===== src/design/ppt_pkg.sv =====
// Shared widths, result word type and event codes for the pulse peak/trough detector.
package ppt_pkg;

    localparam int SAMPLE_WIDTH = 24;
    localparam int INDEX_WIDTH  = 16;

    // Result queue depth; one item may push two words
    localparam int FIFO_DEPTH   = 4;
    localparam int PTR_WIDTH    = $clog2(FIFO_DEPTH);
    localparam int COUNT_WIDTH  = $clog2(FIFO_DEPTH + 1);

    localparam logic KIND_PEAK   = 1'b0;
    localparam logic KIND_TROUGH = 1'b1;

    typedef struct packed {
        logic                   kind;
        logic [INDEX_WIDTH-1:0] position;
        logic                   last;
    } result_t;

endpackage


===== src/design/pulse_peak_trough_detector.sv =====
// Flow: an accepted word is held in the input register, then processed, and its results
// are written into the result queue, whose head is presented with event_valid.
// Throughput: one sample per cycle; a sample that closes a region pushes up to two
// words into a four-entry result queue, and the input stalls while fewer than two
// entries are free. Reset (rst_n low, asynchronous) clears all tracking state and the
// queue; a word with record_end set returns the tracking state to reset after it.
module pulse_peak_trough_detector
    import ppt_pkg::*;
(
    input  logic                           clk,
    input  logic                           rst_n,
    input  logic                           sample_valid,
    output logic                           sample_stall,
    input  logic signed [SAMPLE_WIDTH-1:0] sample,
    input  logic signed [SAMPLE_WIDTH-1:0] average,
    input  logic                           record_end,
    output logic                           event_valid,
    input  logic                           event_stall,
    output logic                           event_kind,
    output logic [INDEX_WIDTH-1:0]         position,
    output logic                           last
);

    // Input register
    logic                           stage_valid_reg;
    logic signed [SAMPLE_WIDTH-1:0] stage_sample_reg;
    logic signed [SAMPLE_WIDTH-1:0] stage_average_reg;
    logic                           stage_end_reg;

    // Tracking state
    logic signed [SAMPLE_WIDTH-1:0] prev_sample_reg, prev_sample_next;
    logic signed [SAMPLE_WIDTH-1:0] prev_average_reg, prev_average_next;
    logic [INDEX_WIDTH-1:0]         counter_reg, counter_next;
    logic                           in_region_reg, in_region_next;
    logic signed [SAMPLE_WIDTH-1:0] best_value_reg, best_value_next;
    logic [INDEX_WIDTH-1:0]         best_index_reg, best_index_next;
    logic signed [SAMPLE_WIDTH-1:0] after_value_reg, after_value_next;
    logic [INDEX_WIDTH-1:0]         after_index_reg, after_index_next;
    logic                           after_valid_reg, after_valid_next;
    logic signed [SAMPLE_WIDTH-1:0] trough_value_reg, trough_value_next;
    logic [INDEX_WIDTH-1:0]         trough_index_reg, trough_index_next;
    logic                           have_peak_reg, have_peak_next;
    logic                           has_prev_reg, has_prev_next;

    // Result queue
    result_t                 fifo_reg [FIFO_DEPTH];
    logic [PTR_WIDTH-1:0]    wr_ptr_reg;
    logic [PTR_WIDTH-1:0]    rd_ptr_reg;
    logic [COUNT_WIDTH-1:0]  count_reg;

    logic                    advance;
    logic                    room_two;
    logic                    emit_peak;
    logic                    emit_trough;
    logic [INDEX_WIDTH-1:0]  peak_pos;
    logic [INDEX_WIDTH-1:0]  trough_pos;
    logic                    pop;
    logic [1:0]              push_count;

    // Handshake and queue control
    assign room_two     = (count_reg <= COUNT_WIDTH'(FIFO_DEPTH - 2));
    assign advance      = stage_valid_reg && room_two;
    assign sample_stall = stage_valid_reg && !room_two;
    assign event_valid  = (count_reg != '0);
    assign pop          = event_valid && !event_stall;
    assign push_count   = advance ? ({1'b0, emit_peak} + {1'b0, emit_trough}) : 2'd0;

    assign event_kind = fifo_reg[rd_ptr_reg].kind;
    assign position   = fifo_reg[rd_ptr_reg].position;
    assign last       = fifo_reg[rd_ptr_reg].last;

    // Input register load
    always_ff @(posedge clk or negedge rst_n)
    begin
        if (!rst_n)
        begin
            stage_valid_reg <= 1'b0;
        end
        else if (!sample_stall)
        begin
            stage_valid_reg <= sample_valid;
        end
    end

    always_ff @(posedge clk)
    begin
        if (sample_valid && !sample_stall)
        begin
            stage_sample_reg  <= sample;
            stage_average_reg <= average;
            stage_end_reg     <= record_end;
        end
    end

    // Region tracking for the pair (previous sample, current sample)
    always_comb
    begin
        logic signed [SAMPLE_WIDTH-1:0] x;
        logic [INDEX_WIDTH-1:0]         k;
        logic                           rise;
        logic                           fall;

        x    = prev_sample_reg;
        k    = counter_reg - INDEX_WIDTH'(1);
        rise = (prev_average_reg > x) && (stage_average_reg < stage_sample_reg);
        fall = (prev_average_reg < x) && (stage_average_reg > stage_sample_reg);

        in_region_next    = in_region_reg;
        best_value_next   = best_value_reg;
        best_index_next   = best_index_reg;
        after_value_next  = after_value_reg;
        after_index_next  = after_index_reg;
        after_valid_next  = after_valid_reg;
        trough_value_next = trough_value_reg;
        trough_index_next = trough_index_reg;
        have_peak_next    = have_peak_reg;
        emit_peak         = 1'b0;
        emit_trough       = 1'b0;
        peak_pos          = best_index_reg;
        trough_pos        = trough_index_reg;

        if (has_prev_reg)
        begin
            if (in_region_reg)
            begin
                // New region maximum: fold the dip behind the old best into the trough
                if (x >= best_value_reg)
                begin
                    if (after_valid_reg && (after_value_reg <= trough_value_next))
                    begin
                        trough_value_next = after_value_reg;
                        trough_index_next = after_index_reg;
                    end
                    if (x <= trough_value_next)
                    begin
                        trough_value_next = x;
                        trough_index_next = k;
                    end
                    best_value_next  = x;
                    best_index_next  = k;
                    after_valid_next = 1'b0;
                end
                else if (!after_valid_reg || (x <= after_value_reg))
                begin
                    after_value_next = x;
                    after_index_next = k;
                    after_valid_next = 1'b1;
                end

                // Region closes: report peak, then trough since previous peak
                if (fall)
                begin
                    emit_peak   = 1'b1;
                    emit_trough = have_peak_reg;
                    peak_pos    = best_index_next;
                    trough_pos  = trough_index_next;
                    trough_value_next = best_value_next;
                    trough_index_next = best_index_next;
                    if (after_valid_next && (after_value_next <= best_value_next))
                    begin
                        trough_value_next = after_value_next;
                        trough_index_next = after_index_next;
                    end
                    after_valid_next = 1'b0;
                    have_peak_next   = 1'b1;
                    in_region_next   = 1'b0;
                end
            end
            else
            begin
                if (x <= trough_value_reg)
                begin
                    trough_value_next = x;
                    trough_index_next = k;
                end
                if (rise)
                begin
                    best_value_next  = x;
                    best_index_next  = k;
                    after_valid_next = 1'b0;
                    in_region_next   = 1'b1;
                end
            end
        end

        prev_sample_next  = stage_sample_reg;
        prev_average_next = stage_average_reg;
        has_prev_next     = 1'b1;
        counter_next      = counter_reg + INDEX_WIDTH'(1);

        // End of record: everything back to reset, open region dropped
        if (stage_end_reg)
        begin
            prev_sample_next  = '0;
            prev_average_next = '0;
            has_prev_next     = 1'b0;
            counter_next      = '0;
            in_region_next    = 1'b0;
            best_value_next   = '0;
            best_index_next   = '0;
            after_value_next  = '0;
            after_index_next  = '0;
            after_valid_next  = 1'b0;
            trough_value_next = '0;
            trough_index_next = '0;
            have_peak_next    = 1'b0;
        end
    end

    // Tracking state registers
    always_ff @(posedge clk or negedge rst_n)
    begin
        if (!rst_n)
        begin
            prev_sample_reg  <= '0;
            prev_average_reg <= '0;
            counter_reg      <= '0;
            in_region_reg    <= 1'b0;
            best_value_reg   <= '0;
            best_index_reg   <= '0;
            after_value_reg  <= '0;
            after_index_reg  <= '0;
            after_valid_reg  <= 1'b0;
            trough_value_reg <= '0;
            trough_index_reg <= '0;
            have_peak_reg    <= 1'b0;
            has_prev_reg     <= 1'b0;
        end
        else if (advance)
        begin
            prev_sample_reg  <= prev_sample_next;
            prev_average_reg <= prev_average_next;
            counter_reg      <= counter_next;
            in_region_reg    <= in_region_next;
            best_value_reg   <= best_value_next;
            best_index_reg   <= best_index_next;
            after_value_reg  <= after_value_next;
            after_index_reg  <= after_index_next;
            after_valid_reg  <= after_valid_next;
            trough_value_reg <= trough_value_next;
            trough_index_reg <= trough_index_next;
            have_peak_reg    <= have_peak_next;
            has_prev_reg     <= has_prev_next;
        end
    end

    // Result queue storage: peak at the write pointer, trough right behind it
    always_ff @(posedge clk)
    begin
        if (advance && emit_peak)
        begin
            fifo_reg[wr_ptr_reg] <= '{kind: KIND_PEAK, position: peak_pos,
                                      last: !emit_trough};
        end
        if (advance && emit_trough)
        begin
            fifo_reg[wr_ptr_reg + PTR_WIDTH'(1)] <= '{kind: KIND_TROUGH,
                                                      position: trough_pos, last: 1'b1};
        end
    end

    // Result queue pointers and fill count
    always_ff @(posedge clk or negedge rst_n)
    begin
        if (!rst_n)
        begin
            wr_ptr_reg <= '0;
            rd_ptr_reg <= '0;
            count_reg  <= '0;
        end
        else
        begin
            wr_ptr_reg <= wr_ptr_reg + PTR_WIDTH'(push_count);
            if (pop)
            begin
                rd_ptr_reg <= rd_ptr_reg + PTR_WIDTH'(1);
            end
            count_reg <= count_reg + COUNT_WIDTH'(push_count) - COUNT_WIDTH'(pop);
        end
    end

`ifndef SYNTH
    a_count_bound: assert property (@(posedge clk) disable iff (!rst_n)
        count_reg <= COUNT_WIDTH'(FIFO_DEPTH))
        else $error("result queue overfilled");

    a_trough_after_peak: assert property (@(posedge clk) disable iff (!rst_n)
        (advance && emit_trough) |-> (emit_peak && have_peak_reg))
        else $error("trough emitted without a peak");

    a_record_end_clears: assert property (@(posedge clk) disable iff (!rst_n)
        (advance && stage_end_reg) |=> (!in_region_reg && !has_prev_reg && !have_peak_reg
                                        && counter_reg == '0))
        else $error("record end did not clear tracking state");
`endif

endmodule

===== config.mk =====
export PLATFORM = sky130hd
export DESIGN_NAME = pulse_peak_trough_detector
export DESIGN_NICKNAME = d
export VERILOG_FILES = /design/src/design/ppt_pkg.sv /design/src/design/pulse_peak_trough_detector.sv
export SDC_FILE = /design/constraint.sdc
export NUM_CORES = 1
export LEC_CHECK = 0
export ABC_AREA = 1
export BUFFER_PORTS_ARGS = -buffer_cell sky130_fd_sc_hd__buf_2
export CAP_MARGIN = 20
export CELL_PAD_IN_SITES_DETAIL_PLACEMENT = 0
export CELL_PAD_IN_SITES_GLOBAL_PLACEMENT = 2
export CORE_MARGIN = 1
export CORE_UTILIZATION = 38
export DETAILED_ROUTE_END_ITERATION = 16
export HOLD_SLACK_MARGIN = 0.15
export PLACE_DENSITY = 0.79
export SLEW_MARGIN = 25
export SYNTH_ARGS = -nofsm -noshare
export SYNTH_HDL_FRONTEND = slang
export SYNTH_SLANG_ARGS = --single-unit

===== constraint.sdc =====
create_clock -name clk -period 4.6 [get_ports clk]
set_clock_uncertainty 0.2 [all_clocks]
set_input_delay 0.92 -clock clk [delete_from_list [all_inputs] [get_ports clk]]
set_output_delay 0.92 -clock clk [all_outputs]
set_load 0.01 [all_outputs]

After elaboration in Yosys (flattened, before gate mapping)
Memories as Yosys holds them, arrays and structs flattened.
Index checks and enable logic that the tools add are counted.

cells by class
  $mul = 0
  equal/unequal tests = 1
  add/sub/neg operators = 8
  div/mod/pow operators = 0
  $lt $le $gt $ge = 11
  bitwise operators = 0
  mux-type cells = 84
  reductions and logical operators = 28
  shift-type cells = 0

operators by type and width
  kind                     count
  $mux W24                 28
  $mux W16                 26
  $le A24 B24 Y1           5
  $gt A24 B24 Y1           2
  $lt A24 B24 Y1           2
  $mux W1                  29
  $ge A24 B24 Y1           1
  $add A16 B1 Y16 const B  1
  $sub A16 B1 Y16 const B  1
  $logic_and A1 B1 Y1      10
  $reduce_and A3 Y1        3
  $reduce_bool A3 Y1       3
  $reduce_and A4 Y1        2
  $reduce_bool A2 Y1       3
  $logic_not A1 Y1         5
  $add A2 B1 Y2 const B    2
  $ne A4 B2 Y1 const B     1
  $add A3 B2 Y3            1
  $le A3 B2 Y1 const B     1
  $sub A3 B1 Y3            1
  $add A1 B1 Y2            1
  $add A2 B2 Y2            1
  $mux W2                  1
  $reduce_and A2 Y1        1
  $logic_or A1 B1 Y1       1

word-level totals
  output and inout port bits = 20
  logic and storage cells = 153
  bits in latches = 0
  input port bits = 53
  register bits after elaboration = 245
  RAM bits = 72
  bits in read-only memories = 0
  memories kept = 1

memories
  memory    words  bits a word  rd ports  clocked after Yosys merged registers in  write ports  RTL line                          RTL
  fifo_reg  4      18           1         0                                        2            pulse_peak_trough_detector.sv:46  result_t fifo_reg [FIFO_DEPTH];

Longest topological paths before layout
  depth in word-level cells = 13
  depth in mapped cells = 37

Worst setup path after synthesis
No wires, ideal clock.

  path kind = register to register
  start = register after_value_reg[23]
  end = memory fifo_reg[3][6] (netlist name), data pin
  cell stages (with the launch flop) = 30
  required time = 4.148 ns
  slack = 0.491 ns
  arrival = 3.657 ns
  period minus slack after synthesis = 4.109 ns
  cells stage by stage = dfrtp_1 ha_1 nand2_1 nor2_1 nand4_1 nor2_1 nand2_1 nand4_1 nand3_1 nand2_1 clkbuf_1 o21ai_0 ha_1 nand2_1 nor2_1 nand2_1 nor3_1 nand2_1 inv_1 o21bai_1 nand3_1 buf_2 nor2_2 buf_2 nand2_1 nand3_1 nand2_1 nand2_1 nand2_1 nand2_1

RTL lines
  item                    RTL line                           RTL
  start, declared         pulse_peak_trough_detector.sv:37   logic signed [SAMPLE_WIDTH-1:0] after_value_reg, after_value_next;
  start signal, assigned  pulse_peak_trough_detector.sv:237  after_value_reg <= after_value_next;
  end, declared           pulse_peak_trough_detector.sv:46

==> flow_metrics.tcl <==
set metrics [dict create \
    cts_made_buffers 40 \
    grt_pass1_vias 20636 \
    gr-usage-met2_pct 45.87 \
    rsz0062_at_grt "yes" \
    worstSetupStartpoint "trough_value_reg[23]" \
    avgSynthCellArea_um2 7.541 \
    fmax_ghz 0.2108 \
    ff2ff_path_depth 27 \
    synth_fp_nets 3135 \
    hold_path.class "in2async" \
    arrival_ns 4.88 \
    core_area_um2 56500 \
    fin_area_um2 28340 \
    grt_first_pass_wirelength_um 120500 \
    drt_iter0_drc 1367 \
    period_share_pct 103.1 \
    tightestPinTransition_ns 0.9569 \
    root_buffer "clkbuf_16" \
    final_common_cell "nand2_1" \
    synthCells 2882 \
    ant_nets 0 \
    tritoncts "built" \
    gr-total-overflow 0 \
    finalMaxSlewViolations 0 \
    max-slew-margin-rel_pct 36.21 \
    clk_path_buf_depth 3 \
    fin_crit_ns 4.745 \
    critPathLaunchType "flop" \
    holdWs_ns 0.1343 \
    hold_viol 0 \
    violations "setup timing" \
    endpoint "fifo_reg[1][11]" \
    grtUsageMet3_pct 3.420 \
    gp_congestion 0.9055 \
    syn2layout_area_growth_pct 30.41 \
    met1_usage_pct 36.26 \
    netlist_top_cells_area "dfrtp_1 23%, edfxtp_1 16%, nand2_1 15%, ha_1 11%, inv_1 5.6%" \
    ios 73 \
    place_area_um2 24830 \
    via_per_inst 5.263 \
    drc 0 \
    yosysUniqueCellTypes 47 \
    firstDrtPassIters 5 \
    crit_fanout 7 \
    port_buffers 72 \
    ctsHoldBuffers 0 \
    wl_per_cell_um 20.31 \
    die_area_um2 58160 \
    cts.clk_slew.worst_paths_ns 0.07 \
    wl_um 81130 \
    fin_ws_ns -0.1446 \
    synthFlopType "dfrtp_1" \
    diodes 0 \
    required_ns 4.73 \
    drv_cap 0 \
    synth_seq_cells 317 \
    rr_endpoint "fifo_reg[1][11]" \
    grt-busiest-layer "met2" \
    async_flop_share_pct 61.83 \
    die_w_um 241.2 \
    fin_nets 3459 \
    synth_area_um2 21730 \
    timing.rr.start "trough_value_reg[23]" \
    critPathKind "reg2reg" \
    ys_warn_count 0 \
    placed_cells 3867 \
    yosysTopAreaCellShare_pct 22.57 \
    fin_cells 3994 \
    final_cell_mix "744 x nand2_1, 318 x inv_1, 293 x buf_4" \
    post-dp-hpwl_um 55880 \
    drive_gt1_share_pct 24.31 \
    run_status "finished with violations" \
    rrSetupSlack_ns -0.14 \
    yosysTopAreaCell "dfrtp_1" \
    via_count 21021 \
    seq_area_frac_synth_pct 38.92 \
    insertion_delay_ns 0.58 \
    largest_reg_flops 72 \
    grtUsageTotal_pct 27.31 \
    clkSinkCount 317 \
    antenna_found_initial 0 \
    setup_viol 76 \
    synth_edf_count 113 \
    row_count 87 \
    dieHeight_um 241.2 \
    start_util_pct 38.47 \
    h-tree-depth 2 \
    endpoint_kind "flop" \
    grt_max_degree 94 \
]
[cells in the mapped netlist, drive strengths merged (4+ instances only)]
library cell  count
a21o              5
a21oi           143
a22o             23
buf              53
clkbuf           77
dfrtp           196
dfxtp             8
edfxtp          113
ha              199
inv             334
nand2           863
nand3           190
nand3b            4
nand4            44
nor2            164
nor3             19
o21a             31
o21ai           284
o21bai           16
o22ai            68
xnor2             4
xor2             25
[worst max-delay path, stage by stage (launching register included)]
cell	delay [ns]
dfrtp_1	0.40
inv_1	0.13
ha_4	0.22
buf_4	0.13
a21oi_1	0.14
o21ai_0	0.12
nor2_1	0.22
nand4_1	0.20
nand3_4	0.14
nand2_8	0.13
clkbuf_16	0.23
nand2_4	0.07
o21ai_4	0.05
ha_1	0.28
nand4_1	0.20
nor3_4	0.26
nand2_2	0.11
nand4_1	0.17
nand3_4	0.15
nand2_4	0.11
clkinvlp_4	0.16
clkbuf_16	0.22
nand2_4	0.07
nand3_2	0.07
nand2_1	0.07
nand2_2	0.10
nand2_1	0.07
nand2_1	0.06
[cell type report]
| cell class | count | area (um^2) |
|---|---|---|
| clock buffers | 51 | 1102 |
| clock inverters | 23 | 230.2 |
| fillers | 5475 | 28150 |
| inverters | 337 | 1279 |
| multi-input cells | 2098 | 12850 |
| flip-flops and latches | 317 | 8464 |
| well taps | 756 | 945.9 |
| repair buffers | 412 | 3470 |
[cell families after synthesis]
logic type / Yosys count / synth area share (%)
adders and majority gates: 200 / 11.55
and+or+nand+nor: 1287 / 24.55
DFF: 317 / 38.92
xor gates and xnor gates: 29 / 1.169
AOI/OAI and AO/OA: 582 / 15.32
buffers and inverters: 467 / 8.497
[routing by layer]
layer / vias up / routed length (um)
met5: - / 0
li1: 10272 / -
met2: 558 / 38580
met1: 10052 / 35730
met4: 0 / 2589
met3: 139 / 4232
[what timing repair did]
action | in CTS | in global routing
gates cloned | 3 | 11
buffers inserted | 14 | 28
pin swaps | 19 | 107
setup endpoints to repair | 104 | 105
resized for setup | 111 | 292
hold endpoints to repair | 0 | 0
[through the flow]
step | utilization (%) | setup WS (ns) | setup TNS, ns
after floorplan | - | 0.4912 | 0
after global placement | 43.95 | -0.6889 | -50.26
after detailed placement | 43.95 | -0.7726 | -55.27
after CTS | 47.37 | -0.02220 | -0.1334
after global routing | 50.17 | -0.3144 | -25.06
final | 50.17 | -0.1446 | -6.113
[worst min-delay path by stage]
stage,slack (ns),to,cells after the start,start
after CTS,0.20,stage_valid_reg,1,rst_n
after global routing,0.22,stage_valid_reg,1,rst_n
after global placement,0.23,fifo_reg[2][17],2,fifo_reg[2][17]
after detailed placement,0.23,fifo_reg[3][17],2,fifo_reg[3][17]
after floorplan,0.21,fifo_reg[2][17],2,fifo_reg[2][17]
final,0.13,stage_valid_reg,1,rst_n
Power is not shown: default switching activity piles up to over one toggle a cycle in this logic, so the estimate is an artifact.
